**src/rtl/core/metronome_click_tone_generator_defines.svh**
```systemverilog
// Assertion macros shared by the metronome click tone generator RTL.
// Depends on nothing; the files that carry assertions include it by name.
`ifndef METRONOME_CLICK_TONE_GENERATOR_DEFINES_SVH
`define METRONOME_CLICK_TONE_GENERATOR_DEFINES_SVH

`ifndef SYNTH
// Same-cycle implication, checked on every rising clock edge out of reset.
`define MCT_ASSERT_IMPLY(label, clk, rst_n, ante, cons) \
    label: assert property (@(posedge clk) disable iff (!rst_n) (ante) |-> (cons)) \
        else $error("same-cycle check failed");
// Next-cycle implication.
`define MCT_ASSERT_NEXT(label, clk, rst_n, ante, cons) \
    label: assert property (@(posedge clk) disable iff (!rst_n) (ante) |=> (cons)) \
        else $error("next-cycle check failed");
`else
`define MCT_ASSERT_IMPLY(label, clk, rst_n, ante, cons)
`define MCT_ASSERT_NEXT(label, clk, rst_n, ante, cons)
`endif

`endif

```
**src/rtl/core/mct_pkg.sv**
```systemverilog
// Shared widths, reset values, register indexes and types of the click tone generator.
// Depends on nothing; every other RTL file but the assertion header refers to it by scoped names.
package mct_pkg;

    localparam int LEN_W    = 20;
    localparam int AMP_W    = 15;
    localparam int PHASE_W  = 32;
    localparam int COUNT_W  = 7;
    localparam int SAMPLE_W = 16;
    localparam int DATA_W   = 32;

    localparam int NUM_REGS  = 6;
    localparam int REG_IDX_W = $clog2(NUM_REGS);
    localparam int ADDR_W    = REG_IDX_W + 2;

    localparam logic [REG_IDX_W-1:0] REG_PERIOD_LEN = 3'd0;
    localparam logic [REG_IDX_W-1:0] REG_TONE_LEN   = 3'd1;
    localparam logic [REG_IDX_W-1:0] REG_ATTACK_LEN = 3'd2;
    localparam logic [REG_IDX_W-1:0] REG_DECAY_LEN  = 3'd3;
    localparam logic [REG_IDX_W-1:0] REG_PEAK_AMP   = 3'd4;
    localparam logic [REG_IDX_W-1:0] REG_PHASE_STEP = 3'd5;

    localparam logic [LEN_W-1:0]   RST_PERIOD_LEN = 20'd24000;
    localparam logic [LEN_W-1:0]   RST_TONE_LEN   = 20'd4800;
    localparam logic [LEN_W-1:0]   RST_ATTACK_LEN = 20'd48;
    localparam logic [LEN_W-1:0]   RST_DECAY_LEN  = 20'd480;
    localparam logic [AMP_W-1:0]   RST_PEAK_AMP   = 15'd16384;
    localparam logic [PHASE_W-1:0] RST_PHASE_STEP = 32'd78741067;

    localparam int MAX_FRAMES_DEF = 64;
    localparam int SINE_DEPTH_DEF = 1024;
    localparam int QUEUE_DEPTH    = 2;

    typedef struct packed {
        logic [LEN_W-1:0]   period_len;
        logic [LEN_W-1:0]   tone_len;
        logic [LEN_W-1:0]   attack_len;
        logic [LEN_W-1:0]   decay_len;
        logic [AMP_W-1:0]   peak_amp;
        logic [PHASE_W-1:0] phase_step;
    } t_cfg;

    // One classified request: how many samples to produce and whether the
    // configuration was inconsistent when it was taken.
    typedef struct packed {
        logic [COUNT_W-1:0] count;
        logic               err;
    } t_req;

endpackage

```
**src/rtl/core/mct_in_if.sv**
```systemverilog
// Request channel of the click tone generator: valid, ready and the frame count.
// Depends on mct_pkg for the field width.
interface mct_in_if;
    logic                         valid;
    logic                         ready;
    logic [mct_pkg::COUNT_W-1:0]  frame_count;

    modport source (output valid, output frame_count, input ready);
    modport sink   (input valid, input frame_count, output ready);
endinterface

```
**src/rtl/core/mct_out_if.sv**
```systemverilog
// Sample channel of the click tone generator: valid, ready, one sample word and the last-frame and config-error flags.
// Depends on mct_pkg for the field widths.
interface mct_out_if;
    logic                                valid;
    logic                                ready;
    logic signed [mct_pkg::SAMPLE_W-1:0] sample;
    logic                                last_frame;
    logic                                config_error;

    modport source (output valid, output sample, output last_frame, output config_error,
                    input ready);
    modport sink   (input valid, input sample, input last_frame, input config_error,
                    output ready);
endinterface

```
**src/rtl/core/mct_front.sv**
```systemverilog
// Front end: takes request words, clamps the frame count, drops empty requests
// and tags each with the configuration check. Depends on mct_pkg and mct_in_if.
module mct_front #(
    parameter int MAX_FRAMES = mct_pkg::MAX_FRAMES_DEF
) (
    input  logic          i_clk,
    input  logic          i_rst_n,
    mct_in_if.sink        i_req,
    input  mct_pkg::t_cfg i_cfg,
    input  logic          i_q_full,
    output logic          o_push,
    output mct_pkg::t_req o_req
);

    logic                         r_valid;
    mct_pkg::t_req                r_req;
    logic                         accept;
    logic [mct_pkg::COUNT_W-1:0]  count_sat;
    logic [mct_pkg::LEN_W:0]      ramp_sum;
    logic                         cfg_bad;

    assign i_req.ready = !r_valid || !i_q_full;
    assign accept      = i_req.valid && i_req.ready;
    assign o_push      = r_valid && !i_q_full;
    assign o_req       = r_req;

    assign count_sat = (i_req.frame_count > mct_pkg::COUNT_W'(MAX_FRAMES))
                     ? mct_pkg::COUNT_W'(MAX_FRAMES) : i_req.frame_count;

    // The two ramps must fit inside the tone, and the tone inside the period.
    assign ramp_sum = {1'b0, i_cfg.attack_len} + {1'b0, i_cfg.decay_len};
    assign cfg_bad  = (i_cfg.tone_len >= i_cfg.period_len)
                   || (ramp_sum > {1'b0, i_cfg.tone_len});

    always_ff @(posedge i_clk) begin
        if (!i_rst_n) begin
            r_valid <= 1'b0;
        end else if (accept) begin
            r_valid <= (count_sat != '0);
        end else if (o_push) begin
            r_valid <= 1'b0;
        end
    end

    always_ff @(posedge i_clk) begin
        if (accept) begin
            r_req.count <= count_sat;
            r_req.err   <= cfg_bad;
        end
    end

endmodule

```
**src/rtl/core/mct_queue.sv**
```systemverilog
// Short request queue between the front end and the sample engine.
// Depends on mct_pkg for the request type and depth; includes the assertion macros.
`include "metronome_click_tone_generator_defines.svh"

module mct_queue (
    input  logic          i_clk,
    input  logic          i_rst_n,
    input  logic          i_push,
    input  mct_pkg::t_req i_req,
    output logic          o_full,
    output logic          o_valid,
    output mct_pkg::t_req o_req,
    input  logic          i_pop
);

    localparam int DEPTH = mct_pkg::QUEUE_DEPTH;
    localparam int PTR_W = (DEPTH > 1) ? $clog2(DEPTH) : 1;
    localparam int CNT_W = $clog2(DEPTH + 1);

    mct_pkg::t_req      r_mem [DEPTH];
    logic [PTR_W-1:0]   r_wr;
    logic [PTR_W-1:0]   r_rd;
    logic [CNT_W-1:0]   r_cnt;
    logic [PTR_W-1:0]   n_wr;
    logic [PTR_W-1:0]   n_rd;

    assign o_full  = (r_cnt == CNT_W'(DEPTH));
    assign o_valid = (r_cnt != '0);
    assign o_req   = r_mem[r_rd];

    assign n_wr = (r_wr == PTR_W'(DEPTH - 1)) ? '0 : r_wr + 1'b1;
    assign n_rd = (r_rd == PTR_W'(DEPTH - 1)) ? '0 : r_rd + 1'b1;

    always_ff @(posedge i_clk) begin
        if (!i_rst_n) begin
            r_wr  <= '0;
            r_rd  <= '0;
            r_cnt <= '0;
        end else begin
            if (i_push) begin
                r_wr <= n_wr;
            end
            if (i_pop) begin
                r_rd <= n_rd;
            end
            if (i_push && !i_pop) begin
                r_cnt <= r_cnt + 1'b1;
            end else if (i_pop && !i_push) begin
                r_cnt <= r_cnt - 1'b1;
            end
        end
    end

    always_ff @(posedge i_clk) begin
        if (i_push) begin
            r_mem[r_wr] <= i_req;
        end
    end

    `MCT_ASSERT_IMPLY(a_no_overflow, i_clk, i_rst_n, i_push, r_cnt != CNT_W'(DEPTH))

endmodule

```
**src/rtl/core/mct_div.sv**
```systemverilog
// Envelope ramp divider: amp * mul / den, one quotient bit per cycle after a registered
// multiply step. Depends on mct_pkg for the operand widths.
module mct_div (
    input  logic                       i_clk,
    input  logic                       i_rst_n,
    input  logic                       i_start,
    input  logic [mct_pkg::AMP_W-1:0]  i_amp,
    input  logic [mct_pkg::LEN_W-1:0]  i_mul,
    input  logic [mct_pkg::LEN_W-1:0]  i_den,
    output logic                       o_done,
    output logic [mct_pkg::AMP_W-1:0]  o_quot
);

    localparam int AW    = mct_pkg::AMP_W;
    localparam int LW    = mct_pkg::LEN_W;
    localparam int NUM_W = AW + LW;
    localparam int CNT_W = $clog2(AW);

    logic             r_load;
    logic             r_run;
    logic             r_done;
    logic [CNT_W-1:0] r_cnt;
    logic [AW-1:0]    r_amp;
    logic [LW-1:0]    r_mul;
    logic [LW-1:0]    r_den;
    logic [LW-1:0]    r_rem;
    logic [AW-1:0]    r_low;
    logic [AW-1:0]    r_quot;

    logic [NUM_W-1:0] prod;
    logic [LW:0]      trial;
    logic [LW:0]      diff;
    logic             ge;

    // The quotient is known to fit in AW bits, so the upper part of the
    // product is already below the divisor and seeds the remainder.
    assign prod  = NUM_W'(r_amp) * NUM_W'(r_mul);
    assign trial = {r_rem, r_low[AW-1]};
    assign ge    = (trial >= {1'b0, r_den});
    assign diff  = trial - {1'b0, r_den};

    assign o_done = r_done;
    assign o_quot = r_quot;

    always_ff @(posedge i_clk) begin
        if (!i_rst_n) begin
            r_load <= 1'b0;
            r_run  <= 1'b0;
            r_done <= 1'b0;
        end else if (i_start) begin
            r_load <= 1'b1;
            r_run  <= 1'b0;
            r_done <= 1'b0;
        end else if (r_load) begin
            r_load <= 1'b0;
            r_run  <= 1'b1;
        end else if (r_run && r_cnt == '0) begin
            r_run  <= 1'b0;
            r_done <= 1'b1;
        end
    end

    always_ff @(posedge i_clk) begin
        if (i_start) begin
            r_amp <= i_amp;
            r_mul <= i_mul;
            r_den <= i_den;
        end
        if (r_load) begin
            r_rem  <= prod[NUM_W-1:AW];
            r_low  <= prod[AW-1:0];
            r_cnt  <= CNT_W'(AW - 1);
            r_quot <= '0;
        end else if (r_run) begin
            r_rem  <= ge ? diff[LW-1:0] : trial[LW-1:0];
            r_low  <= {r_low[AW-2:0], 1'b0};
            r_quot <= {r_quot[AW-2:0], ge};
            r_cnt  <= r_cnt - 1'b1;
        end
    end

endmodule

```
**src/rtl/core/mct_back.sv**
```systemverilog
// Sample engine: position and phase state, polynomial sine on a shared multiplier,
// envelope, and the output register. Depends on mct_pkg, mct_out_if and mct_div.
`include "metronome_click_tone_generator_defines.svh"

module mct_back #(
    parameter int SINE_TABLE_DEPTH = mct_pkg::SINE_DEPTH_DEF
) (
    input  logic          i_clk,
    input  logic          i_rst_n,
    input  mct_pkg::t_cfg i_cfg,
    input  logic          i_q_valid,
    input  mct_pkg::t_req i_q_req,
    output logic          o_q_pop,
    mct_out_if.source     o_smp
);

    localparam int LW      = mct_pkg::LEN_W;
    localparam int AW      = mct_pkg::AMP_W;
    localparam int PW      = mct_pkg::PHASE_W;
    localparam int CW      = mct_pkg::COUNT_W;
    localparam int SW      = mct_pkg::SAMPLE_W;
    localparam int K_W     = $clog2(SINE_TABLE_DEPTH);
    localparam int QTR_W   = K_W - 2;
    localparam int X_SHIFT = 16 - QTR_W;
    localparam int MUL_W   = 17;
    localparam int PROD_W  = 2 * MUL_W;

    localparam logic [QTR_W:0]   QUARTER = (QTR_W + 1)'(1) << QTR_W;
    localparam logic [16:0]      COEF_A  = 17'd102944;
    localparam logic [15:0]      COEF_B  = 16'd42047;
    localparam logic [12:0]      COEF_C  = 13'd4640;
    localparam logic [AW-1:0]    MAG_MAX = {AW{1'b1}};

    localparam logic [3:0] ST_IDLE  = 4'd0;
    localparam logic [3:0] ST_START = 4'd1;
    localparam logic [3:0] ST_SQ    = 4'd2;
    localparam logic [3:0] ST_CX    = 4'd3;
    localparam logic [3:0] ST_BX    = 4'd4;
    localparam logic [3:0] ST_AX    = 4'd5;
    localparam logic [3:0] ST_MAG   = 4'd6;
    localparam logic [3:0] ST_ENV   = 4'd7;
    localparam logic [3:0] ST_OUT   = 4'd8;

    logic [3:0]              r_state,   n_state;
    logic [CW-1:0]           r_left,    n_left;
    logic                    r_cur_err, n_cur_err;
    logic [LW-1:0]           r_pos,     n_pos;
    logic [PW-1:0]           r_phase,   n_phase;
    logic [MUL_W-1:0]        r_x,       n_x;
    logic [MUL_W-1:0]        r_x2,      n_x2;
    logic                    r_neg,     n_neg;
    logic                    r_use_div, n_use_div;
    logic [PROD_W-1:0]       r_prod,    n_prod;
    logic [AW-1:0]           r_mag,     n_mag;
    logic                    r_o_valid, n_o_valid;
    logic signed [SW-1:0]    r_o_sample, n_o_sample;
    logic                    r_o_last,  n_o_last;
    logic                    r_o_err,   n_o_err;

    logic                    wrap;
    logic [LW-1:0]           p;
    logic [PW-1:0]           ph;
    logic [LW:0]             p_inc;
    logic [K_W-1:0]          k;
    logic [QTR_W:0]          q;
    logic [MUL_W-1:0]        x_val;
    logic                    audible;
    logic                    in_attack;
    logic                    in_decay;
    logic [MUL_W-1:0]        mul_a;
    logic [MUL_W-1:0]        mul_b;
    logic [PROD_W-1:0]       prod;
    logic [16:0]             mag_raw;
    logic [AW-1:0]           env;
    logic [AW-1:0]           v;
    logic [SW-1:0]           v_ext;
    logic                    slot_free;
    logic                    div_start;
    logic [LW-1:0]           div_mul;
    logic [LW-1:0]           div_den;
    logic                    div_done;
    logic [AW-1:0]           div_quot;

    mct_div u_div (
        .i_clk   (i_clk),
        .i_rst_n (i_rst_n),
        .i_start (div_start),
        .i_amp   (i_cfg.peak_amp),
        .i_mul   (div_mul),
        .i_den   (div_den),
        .o_done  (div_done),
        .o_quot  (div_quot)
    );

    // A register write may leave the position past the period; it then
    // restarts the beat before the sample is formed.
    assign wrap  = (r_pos >= i_cfg.period_len);
    assign p     = wrap ? '0 : r_pos;
    assign ph    = wrap ? '0 : r_phase;
    assign p_inc = {1'b0, p} + 1'b1;

    // Quarter-wave folding of the quantized phase into a Q16 offset.
    assign k     = ph[PW-1 -: K_W];
    assign q     = k[QTR_W] ? (QUARTER - {1'b0, k[QTR_W-1:0]}) : {1'b0, k[QTR_W-1:0]};
    assign x_val = {q, {X_SHIFT{1'b0}}};

    assign audible   = (p < i_cfg.tone_len);
    assign in_attack = (p < i_cfg.attack_len);
    assign in_decay  = (i_cfg.decay_len != '0)
                    && (p >= (i_cfg.tone_len - i_cfg.decay_len));

    assign prod    = PROD_W'(mul_a) * PROD_W'(mul_b);
    assign mag_raw = r_prod[33:17];
    assign env     = r_use_div ? div_quot : i_cfg.peak_amp;
    assign v       = r_prod[29:15];
    assign v_ext   = {1'b0, v};

    assign slot_free = !r_o_valid || o_smp.ready;

    assign o_smp.valid        = r_o_valid;
    assign o_smp.sample       = r_o_sample;
    assign o_smp.last_frame   = r_o_last;
    assign o_smp.config_error = r_o_err;

    always_comb begin
        n_state    = r_state;
        n_left     = r_left;
        n_cur_err  = r_cur_err;
        n_pos      = r_pos;
        n_phase    = r_phase;
        n_x        = r_x;
        n_x2       = r_x2;
        n_neg      = r_neg;
        n_use_div  = r_use_div;
        n_prod     = r_prod;
        n_mag      = r_mag;
        n_o_valid  = r_o_valid && !o_smp.ready;
        n_o_sample = r_o_sample;
        n_o_last   = r_o_last;
        n_o_err    = r_o_err;
        o_q_pop    = 1'b0;
        div_start  = 1'b0;
        div_mul    = p;
        div_den    = i_cfg.attack_len;
        mul_a      = '0;
        mul_b      = '0;

        case (r_state)
            ST_IDLE: begin
                if (i_q_valid) begin
                    o_q_pop   = 1'b1;
                    n_left    = i_q_req.count;
                    n_cur_err = i_q_req.err;
                    n_state   = ST_START;
                end
            end
            ST_START: begin
                n_prod = '0;
                n_neg  = 1'b0;
                if (r_cur_err) begin
                    n_state = ST_OUT;
                end else begin
                    if (p_inc >= {1'b0, i_cfg.period_len}) begin
                        n_pos   = '0;
                        n_phase = '0;
                    end else begin
                        n_pos   = p_inc[LW-1:0];
                        n_phase = ph + i_cfg.phase_step;
                    end
                    if (audible) begin
                        n_x       = x_val;
                        n_neg     = k[K_W-1];
                        n_use_div = in_attack || in_decay;
                        if (in_attack) begin
                            div_start = 1'b1;
                        end else if (in_decay) begin
                            div_start = 1'b1;
                            div_mul   = i_cfg.tone_len - p;
                            div_den   = i_cfg.decay_len;
                        end
                        n_state = ST_SQ;
                    end else begin
                        n_state = ST_OUT;
                    end
                end
            end
            ST_SQ: begin
                mul_a   = r_x;
                mul_b   = r_x;
                n_prod  = prod;
                n_state = ST_CX;
            end
            ST_CX: begin
                mul_a   = MUL_W'(COEF_C);
                mul_b   = r_prod[32:16];
                n_x2    = r_prod[32:16];
                n_prod  = prod;
                n_state = ST_BX;
            end
            ST_BX: begin
                mul_a   = MUL_W'(COEF_B - {3'b0, r_prod[28:16]});
                mul_b   = r_x2;
                n_prod  = prod;
                n_state = ST_AX;
            end
            ST_AX: begin
                mul_a   = COEF_A - {1'b0, r_prod[31:16]};
                mul_b   = r_x;
                n_prod  = prod;
                n_state = ST_MAG;
            end
            ST_MAG: begin
                n_mag   = (mag_raw > {2'b0, MAG_MAX}) ? MAG_MAX : mag_raw[AW-1:0];
                n_state = ST_ENV;
            end
            ST_ENV: begin
                if (!r_use_div || div_done) begin
                    mul_a   = MUL_W'(env);
                    mul_b   = MUL_W'(r_mag);
                    n_prod  = prod;
                    n_state = ST_OUT;
                end
            end
            ST_OUT: begin
                if (slot_free) begin
                    n_o_valid  = 1'b1;
                    n_o_sample = r_neg ? (SW'(0) - v_ext) : v_ext;
                    n_o_last   = (r_left == CW'(1));
                    n_o_err    = r_cur_err;
                    n_left     = r_left - 1'b1;
                    n_state    = (r_left == CW'(1)) ? ST_IDLE : ST_START;
                end
            end
            default: begin
                n_state = ST_IDLE;
            end
        endcase
    end

    always_ff @(posedge i_clk) begin
        if (!i_rst_n) begin
            r_state   <= ST_IDLE;
            r_left    <= '0;
            r_pos     <= '0;
            r_phase   <= '0;
            r_o_valid <= 1'b0;
        end else begin
            r_state   <= n_state;
            r_left    <= n_left;
            r_pos     <= n_pos;
            r_phase   <= n_phase;
            r_o_valid <= n_o_valid;
        end
    end

    always_ff @(posedge i_clk) begin
        r_cur_err  <= n_cur_err;
        r_x        <= n_x;
        r_x2       <= n_x2;
        r_neg      <= n_neg;
        r_use_div  <= n_use_div;
        r_prod     <= n_prod;
        r_mag      <= n_mag;
        r_o_sample <= n_o_sample;
        r_o_last   <= n_o_last;
        r_o_err    <= n_o_err;
    end

    `MCT_ASSERT_IMPLY(a_left_nonzero, i_clk, i_rst_n, r_state != ST_IDLE, r_left != '0)
    `MCT_ASSERT_IMPLY(a_out_from_seq, i_clk, i_rst_n, $rose(r_o_valid), $past(r_state) == ST_OUT)
    `MCT_ASSERT_NEXT(a_env_waits, i_clk, i_rst_n, r_state == ST_ENV && r_use_div && !div_done, r_state == ST_ENV)

endmodule

```
**src/rtl/core/metronome_click_tone_generator.sv**
```systemverilog
// Channel   Dir  Handshake          Word contents
// i_req     in   valid / ready      frame_count (samples wanted, 0 is dropped, >MAX clamped)
// o_smp     out  valid / ready      sample, last_frame, config_error
// APB       in   psel/penable/...   six length, amplitude and phase-step registers
//
// The sample engine pops a request from the queue when idle; a silent or flagged sample
// goes straight to the output state, others pass the sine multiply steps, and a sample on
// an attack or decay ramp waits for the bit-serial envelope divider beside the multiplier.
// Reset is synchronous and active low; it restores the register defaults and clears
// the beat position, the sine phase and all handshake state.
// The front stage and queue keep taking request words while the output word stalls, until they are full.
//
// Top level of the click tone generator: register file, front end, queue, sample engine.
// Depends on mct_pkg, the two channel interfaces, mct_front, mct_queue and mct_back.
module metronome_click_tone_generator #(
    parameter int MAX_FRAMES       = mct_pkg::MAX_FRAMES_DEF,
    parameter int SINE_TABLE_DEPTH = mct_pkg::SINE_DEPTH_DEF
) (
    input  logic                        i_clk,
    input  logic                        i_rst_n,
    mct_in_if.sink                      i_req,
    mct_out_if.source                   o_smp,
    input  logic                        psel,
    input  logic                        penable,
    input  logic                        pwrite,
    input  logic [mct_pkg::ADDR_W-1:0]  paddr,
    input  logic [mct_pkg::DATA_W-1:0]  pwdata,
    output logic [mct_pkg::DATA_W-1:0]  prdata,
    output logic                        pready
);

    localparam int LW = mct_pkg::LEN_W;
    localparam int AW = mct_pkg::AMP_W;
    localparam int PW = mct_pkg::PHASE_W;
    localparam int DW = mct_pkg::DATA_W;
    localparam int IW = mct_pkg::REG_IDX_W;

    mct_pkg::t_cfg  r_cfg;
    logic [IW-1:0]  reg_idx;
    logic           wr_en;

    logic           push;
    mct_pkg::t_req  push_req;
    logic           q_full;
    logic           q_valid;
    mct_pkg::t_req  q_req;
    logic           q_pop;

    // The register file answers every access at once; a write lands at the
    // edge that closes its access phase. Byte address bits below the word
    // offset are ignored.
    assign pready  = 1'b1;
    assign reg_idx = paddr[mct_pkg::ADDR_W-1:2];
    assign wr_en   = psel && penable && pwrite && pready;

    always_ff @(posedge i_clk) begin
        if (!i_rst_n) begin
            r_cfg.period_len <= mct_pkg::RST_PERIOD_LEN;
            r_cfg.tone_len   <= mct_pkg::RST_TONE_LEN;
            r_cfg.attack_len <= mct_pkg::RST_ATTACK_LEN;
            r_cfg.decay_len  <= mct_pkg::RST_DECAY_LEN;
            r_cfg.peak_amp   <= mct_pkg::RST_PEAK_AMP;
            r_cfg.phase_step <= mct_pkg::RST_PHASE_STEP;
        end else if (wr_en) begin
            case (reg_idx)
                mct_pkg::REG_PERIOD_LEN: r_cfg.period_len <= pwdata[LW-1:0];
                mct_pkg::REG_TONE_LEN:   r_cfg.tone_len   <= pwdata[LW-1:0];
                mct_pkg::REG_ATTACK_LEN: r_cfg.attack_len <= pwdata[LW-1:0];
                mct_pkg::REG_DECAY_LEN:  r_cfg.decay_len  <= pwdata[LW-1:0];
                mct_pkg::REG_PEAK_AMP:   r_cfg.peak_amp   <= pwdata[AW-1:0];
                mct_pkg::REG_PHASE_STEP: r_cfg.phase_step <= pwdata[PW-1:0];
                default: ;
            endcase
        end
    end

    always_comb begin
        case (reg_idx)
            mct_pkg::REG_PERIOD_LEN: prdata = DW'(r_cfg.period_len);
            mct_pkg::REG_TONE_LEN:   prdata = DW'(r_cfg.tone_len);
            mct_pkg::REG_ATTACK_LEN: prdata = DW'(r_cfg.attack_len);
            mct_pkg::REG_DECAY_LEN:  prdata = DW'(r_cfg.decay_len);
            mct_pkg::REG_PEAK_AMP:   prdata = DW'(r_cfg.peak_amp);
            mct_pkg::REG_PHASE_STEP: prdata = DW'(r_cfg.phase_step);
            default:                 prdata = '0;
        endcase
    end

    // Front end: one holding register that clamps the count and records
    // whether the lengths are consistent at the time the word was taken.
    mct_front #(
        .MAX_FRAMES (MAX_FRAMES)
    ) u_front (
        .i_clk    (i_clk),
        .i_rst_n  (i_rst_n),
        .i_req    (i_req),
        .i_cfg    (r_cfg),
        .i_q_full (q_full),
        .o_push   (push),
        .o_req    (push_req)
    );

    // Two-entry queue so the front end keeps taking words while the engine
    // works through a long request.
    mct_queue u_queue (
        .i_clk   (i_clk),
        .i_rst_n (i_rst_n),
        .i_push  (push),
        .i_req   (push_req),
        .o_full  (q_full),
        .o_valid (q_valid),
        .o_req   (q_req),
        .i_pop   (q_pop)
    );

    // Sample engine: walks the beat, forms sine times envelope one sample at a
    // time and holds each result in the output register until it is taken.
    mct_back #(
        .SINE_TABLE_DEPTH (SINE_TABLE_DEPTH)
    ) u_back (
        .i_clk     (i_clk),
        .i_rst_n   (i_rst_n),
        .i_cfg     (r_cfg),
        .i_q_valid (q_valid),
        .i_q_req   (q_req),
        .o_q_pop   (q_pop),
        .o_smp     (o_smp)
    );

endmodule
```
**src/flat_wrapper.sv**
```systemverilog
// flat-port wrapper written by rule: the top's interface ports become plain ports
module metronome_click_tone_generator_flat 
#(
    parameter int MAX_FRAMES       = mct_pkg::MAX_FRAMES_DEF,
    parameter int SINE_TABLE_DEPTH = mct_pkg::SINE_DEPTH_DEF
)
  (i_clk, i_rst_n, psel, penable, pwrite, paddr, pwdata, prdata, pready, i_req_valid, i_req_frame_count, i_req_ready, o_smp_valid, o_smp_sample, o_smp_last_frame, o_smp_config_error, o_smp_ready);
  mct_in_if i_req_i ();
  mct_out_if o_smp_i ();
  input  logic i_clk;
  input  logic i_rst_n;
  input  logic psel;
  input  logic penable;
  input  logic pwrite;
  input  logic [mct_pkg::ADDR_W-1:0] paddr;
  input  logic [mct_pkg::DATA_W-1:0] pwdata;
  output logic [mct_pkg::DATA_W-1:0] prdata;
  output logic pready;
  input wire logic [$bits(i_req_i.valid)-1:0] i_req_valid;
  input wire logic [$bits(i_req_i.frame_count)-1:0] i_req_frame_count;
  output wire logic [$bits(i_req_i.ready)-1:0] i_req_ready;
  output wire logic [$bits(o_smp_i.valid)-1:0] o_smp_valid;
  output wire logic [$bits(o_smp_i.sample)-1:0] o_smp_sample;
  output wire logic [$bits(o_smp_i.last_frame)-1:0] o_smp_last_frame;
  output wire logic [$bits(o_smp_i.config_error)-1:0] o_smp_config_error;
  input wire logic [$bits(o_smp_i.ready)-1:0] o_smp_ready;
  assign i_req_i.valid = i_req_valid;
  assign i_req_i.frame_count = i_req_frame_count;
  assign i_req_ready = i_req_i.ready;
  assign o_smp_valid = o_smp_i.valid;
  assign o_smp_sample = o_smp_i.sample;
  assign o_smp_last_frame = o_smp_i.last_frame;
  assign o_smp_config_error = o_smp_i.config_error;
  assign o_smp_i.ready = o_smp_ready;
  metronome_click_tone_generator #(.MAX_FRAMES(MAX_FRAMES), .SINE_TABLE_DEPTH(SINE_TABLE_DEPTH)) u_core (.i_clk(i_clk), .i_rst_n(i_rst_n), .i_req(i_req_i), .o_smp(o_smp_i), .psel(psel), .penable(penable), .pwrite(pwrite), .paddr(paddr), .pwdata(pwdata), .prdata(prdata), .pready(pready));
endmodule
```
**config.mk**
```make
export PLATFORM = sky130hd
export DESIGN_NAME = metronome_click_tone_generator_flat
export DESIGN_NICKNAME = d
export VERILOG_FILES = /design/src/rtl/core/mct_pkg.sv /design/src/rtl/core/mct_in_if.sv /design/src/rtl/core/mct_out_if.sv /design/src/rtl/core/mct_front.sv /design/src/rtl/core/mct_queue.sv /design/src/rtl/core/mct_div.sv /design/src/rtl/core/mct_back.sv /design/src/rtl/core/metronome_click_tone_generator.sv /design/src/flat_wrapper.sv
export VERILOG_INCLUDE_DIRS = /design/src /design/src/rtl/core
export SDC_FILE = /design/constraint.sdc
export NUM_CORES = 2
export LEC_CHECK = 0
export BUFFER_PORTS_ARGS = -buffer_cell sky130_fd_sc_hd__buf_2
export CAP_MARGIN = 20
export CELL_PAD_IN_SITES_DETAIL_PLACEMENT = 1
export CELL_PAD_IN_SITES_GLOBAL_PLACEMENT = 2
export CORE_MARGIN = 8
export CORE_UTILIZATION = 41
export DETAILED_ROUTE_END_ITERATION = 6
export PLACE_DENSITY = 0.92
export REMOVE_ABC_BUFFERS = 1
export SYNTH_ARGS = -nofsm -noshare
export SYNTH_HDL_FRONTEND = slang
export SYNTH_SLANG_ARGS = --single-unit
```
**constraint.sdc**
```tcl
create_clock -name i_clk -period 9.5 [get_ports i_clk]
set_clock_uncertainty 0.05 [all_clocks]
set_input_delay 0 -clock i_clk [delete_from_list [all_inputs] [get_ports i_clk]]
set_output_delay 0 -clock i_clk [all_outputs]
set_load 0.02 [all_outputs]
```
==> results.json <==
{
  "critPathRequiredTime_ns": 9.93,
  "synthArstFlopShare_pct": 0,
  "ant_nets": 0,
  "drc_errors": 0,
  "switching_share_pct": 52.0,
  "place_congestion": 0.951,
  "period_share_pct": 95.3,
  "drtIter0Drc": 2155,
  "min-delay-start": "psel",
  "worstHoldPathCells": 5,
  "via_per_inst": 5.60,
  "synthDistinctLibCells": 97,
  "cts_buffer_depth": 3,
  "root_buffer": "clkbuf_16",
  "synth_top_family_by_area": "adder cells",
  "tns_ns": 0,
  "fp.dieH_microns": 345,
  "wl_per_cell_microns": 22.2,
  "slew_violations": 0,
  "cts_resized": 0,
  "port_buffers": 100,
  "status": "finished, final reports clean",
  "synth_compound_area_share_pct": 11.8,
  "ys_seq_area_share_pct": 23.0,
  "htree_levels": 2,
  "clk_latency_ns": 0.63,
  "grt_usage_pct": 23.7,
  "fin_crit_ns": 9.06,
  "vdd_drop_max_mv": 1.09,
  "antenna_found_initial": 7,
  "yosysTopAreaCellShare_pct": 20.7,
  "leakage_nw": 22.2,
  "synth_edf_count": 195,
  "crit_path_max_fanout": 6,
  "clkTransAtPathRegs_ns": 0.06,
  "grt_pass1_vias": 39900,
  "synth-main-ff-cell": "dfxtp_1",
  "die-area_sq_um": 119000,
  "p_total_mw": 19.3,
  "io_pins": 104,
  "rsz0062_at_grt": "no",
  "drtPass1Iterations": 6,
  "relSlewSlack_pct": 19.5,
  "p_switching_mw": 10.0,
  "synthCells": 4979,
  "endpoint_kind": "register",
  "crit_type": "register to register",
  "p_int_mw": 9.28,
  "ys_ff_latch": 414,
  "grt_max_degree": 77,
  "synth_largest_area_cell": "fa_1",
  "cts_made_buffers": 48,
  "r2r_cells": 30,
  "drv_cap": 0,
  "row_count": 121,
  "synth-xor-area-share_pct": 3.90,
  "setup_viol": 0,
  "r2r_end": "u_core.u_back.r_prod[33]",
  "fin_area_sq_um": 48700,
  "synth-simple-area-share_pct": 17.1,
  "core_sq_um": 108000,
  "startpoint": "u_core.u_back.r_prod[17]",
  "area_delta_synth_final_pct": 9.57,
  "holdCritPathClass": "input port to register",
  "synth-adder-area-share_pct": 33.2,
  "wl_mm": 144,
  "combPwrFrac_pct": 76.7,
  "initial_core_util_pct": 41.1,
  "layout-drive-gt1-share_pct": 6.57,
  "fmax_ghz": 0.110,
  "worstHoldEndpoint": "u_core.r_cfg[125]",
  "grt_pass1_wl_mm": 227,
  "placed_area_sq_um": 46500,
  "r2r_slack_ns": 0.44,
  "cts_sinks": 414,
  "avgSynthCellArea_sq_um": 8.93,
  "cts_tree": "done",
  "synthMuxAreaShare_pct": 3.65,
  "startpoint_type": "register",
  "crit_slowest_cell": "fa_1",
  "worst-slew-pin-transition_ns": 1.20,
  "die_w_microns": 345,
  "via_count": 36500,
  "yosys_warnings": 0,
  "clockPowerShare_pct": 10.2,
  "num-nets-final": 6014,
  "arrival_ns": 9.49,
  "seq_power_share_pct": 13.2,
  "final_hold_viol_count": 0,
  "netlist_area_sq_um": 44500,
  "cpPeakStageDelay_ns": 0.55,
  "dp_hpwl_mm": 114,
  "powerDensity_nw_per_um2": 397,
  "yosys-top-cells-area": "fa_1 21%, edfxtp_1 13%, ha_1 13%",
  "regToRegStartpoint": "u_core.u_back.r_prod[17]",
  "overflow": 0
}
## registers in the layout (all words and copies together) (netlist names), 9 cells and up, named ones only
signal,flops
u_core.u_back.o_smp.sample,16
u_core.r_cfg,127
u_core.u_back.u_div.r_den,20
u_core.u_back.r_pos,20
u_core.u_back.u_div.r_low,15
u_core.u_back.r_prod,19
u_core.u_back.r_x,9
u_core.u_back.r_phase,32
u_core.u_back.u_div.r_mul,20
u_core.u_back.u_div.o_quot,15
u_core.u_back.r_x2,17
u_core.u_queue.r_mem,16
u_core.u_back.u_div.r_amp,15
u_core.u_back.u_div.r_rem,20
u_core.u_back.r_mag,15
## cell usage after synthesis, types with 8 or more instances
master	instances
mux4_2	9
or2_2	14
nor3_1	51
o21ai_1	28
a221oi_1	9
xor2_1	79
nor4_1	15
mux2_2	18
a211oi_1	15
edfxtp_1	195
nand2b_1	70
o21a_1	28
o211ai_1	32
a31oi_1	11
a21o_1	86
nand4_1	35
a21oi_1	304
mux2i_1	115
dfxtp_1	219
o221ai_1	10
a22oi_1	21
o21bai_1	19
o22ai_1	22
nand3_1	66
o21ai_0	94
clkbuf_1	177
xnor2_1	117
a211o_1	10
a222oi_1	9
and3_1	42
a22o_1	15
ha_1	446
fa_1	459
nor2b_1	45
inv_1	643
nand2_1	762
or3_1	25
buf_4	8
nor2_1	315
o31ai_1	11
and2_1	177
buf_1	13
## routing by layer
metal	global-route usage [%]	wire length (microns)
met5	0	0
met4	9.68	6450
met3	2.76	7020
met2	41.0	69800
met1	30.1	61000
## cell families (layout without fill, tap and decap cells)
family,after synthesis,in the layout
AND/OR/NAND/NOR,1656,1656
buffers and inverters,852,962
other,2,12
AO/OA/AOI/OAI,805,805
XOR/XNOR,197,197
adder cells (fa/ha/maj),905,905
flip-flops,414,414
multiplexers,148,148
## worst max-delay path by stage
stage / to / slack (ns)
after detailed placement: u_core.u_back.r_prod[32] / 0.49
after floorplan: u_core.u_back.r_prod[32] / 0.79
after CTS: u_core.u_back.r_prod[32] / 0.43
final: u_core.u_back.r_prod[33] / 0.44
after global placement: u_core.u_back.r_prod[32] / 0.70
after global routing: u_core.u_back.r_prod[32] / 0.15
## what timing repair did
action / in CTS / in global routing
setup buffers: 0 / 1
endpoints found under the hold margin: 148 / 0
hold buffers: 50 / 0
endpoints found under the setup margin: 0 / 1
## layout by cell type, fill, tap and decap left out, types with 11 or more instances in the layout
cell type,synthesis,final
a211oi_1,15,15
a21o_1,86,86
a21oi_1,304,304
a22o_1,15,15
a22oi_1,21,21
a31oi_1,11,11
and2_1,177,177
and3_1,42,42
buf_2,6,100
buf_4,8,77
clkbuf_16,0,48
dfxtp_1,219,218
dlygate4sd3_1,0,50
edfxtp_1,195,195
fa_1,459,459
ha_1,446,446
inv_1,643,643
mux2_2,18,18
mux2i_1,115,115
nand2_1,762,762
nand2b_1,70,70
nand3_1,66,66
nand4_1,35,35
nor2_1,315,313
nor2b_1,45,45
nor3_1,51,50
nor4_1,15,13
o211ai_1,32,32
o21a_1,28,28
o21ai_0,94,94
o21ai_1,28,28
o21bai_1,19,19
o22ai_1,22,22
o31ai_1,11,11
or2_2,14,14
or3_1,25,25
xnor2_1,117,117
xor2_1,79,79
## per-stage QoR
step           hold slack [ns]  worst slack, ns  cells  util, %
2_1_floorplan           0.0218            0.788   4779        -
3_3_place_gp             0.162            0.700   6369     43.0
3_5_place_dp             0.168            0.494   6369     43.0
4_1_cts                0.00338            0.427   6507     44.9
5_1_grt                 0.0624            0.148   6513     45.0
6_report                0.0250            0.442   6513     45.0
## area by class of cell
cell class | instances | area [sq um]
Timing Repair Buffer | 229 | 1630
Multi-Input combinational cell | 3720 | 31000
Tap cell | 1414 | 1770
Fill cell | 12600 | 59500
Clock inverter | 27 | 339
Sequential cell | 414 | 10200
Clock buffer | 61 | 1280
Antenna cell | 3 | 7.51
Inverter | 645 | 2430
## worst max-delay path, delay by kind of cell (launching register included)
| kind | cells | cell delay, ns |
|---|---|---|
| adders and majority gates | 8 | 3.58 |
| AOI/OAI and AO/OA | 11 | 2.81 |
| and+or+nand+nor | 4 | 1.38 |
| DFF | 1 | 0.49 |
| buffers and inverters | 6 | 0.43 |
| xor gates and xnor gates | 1 | 0.15 |
## power groups by stage
| stage | Clock (mW) | Sequential (mW) | Combinational (mW) |
|---|---|---|---|
| detailed placement | 0 | 2.57 | 14.7 |
| global placement | 0 | 2.56 | 14.3 |
| floorplan | 0 | 2.45 | 10.7 |
| CTS | 1.99 | 2.54 | 14.9 |
| finish | 1.96 | 2.55 | 14.8 |
| global route | 2.05 | 2.57 | 16.5 |
No activity file was read; power rests on OpenSTA's default activity.
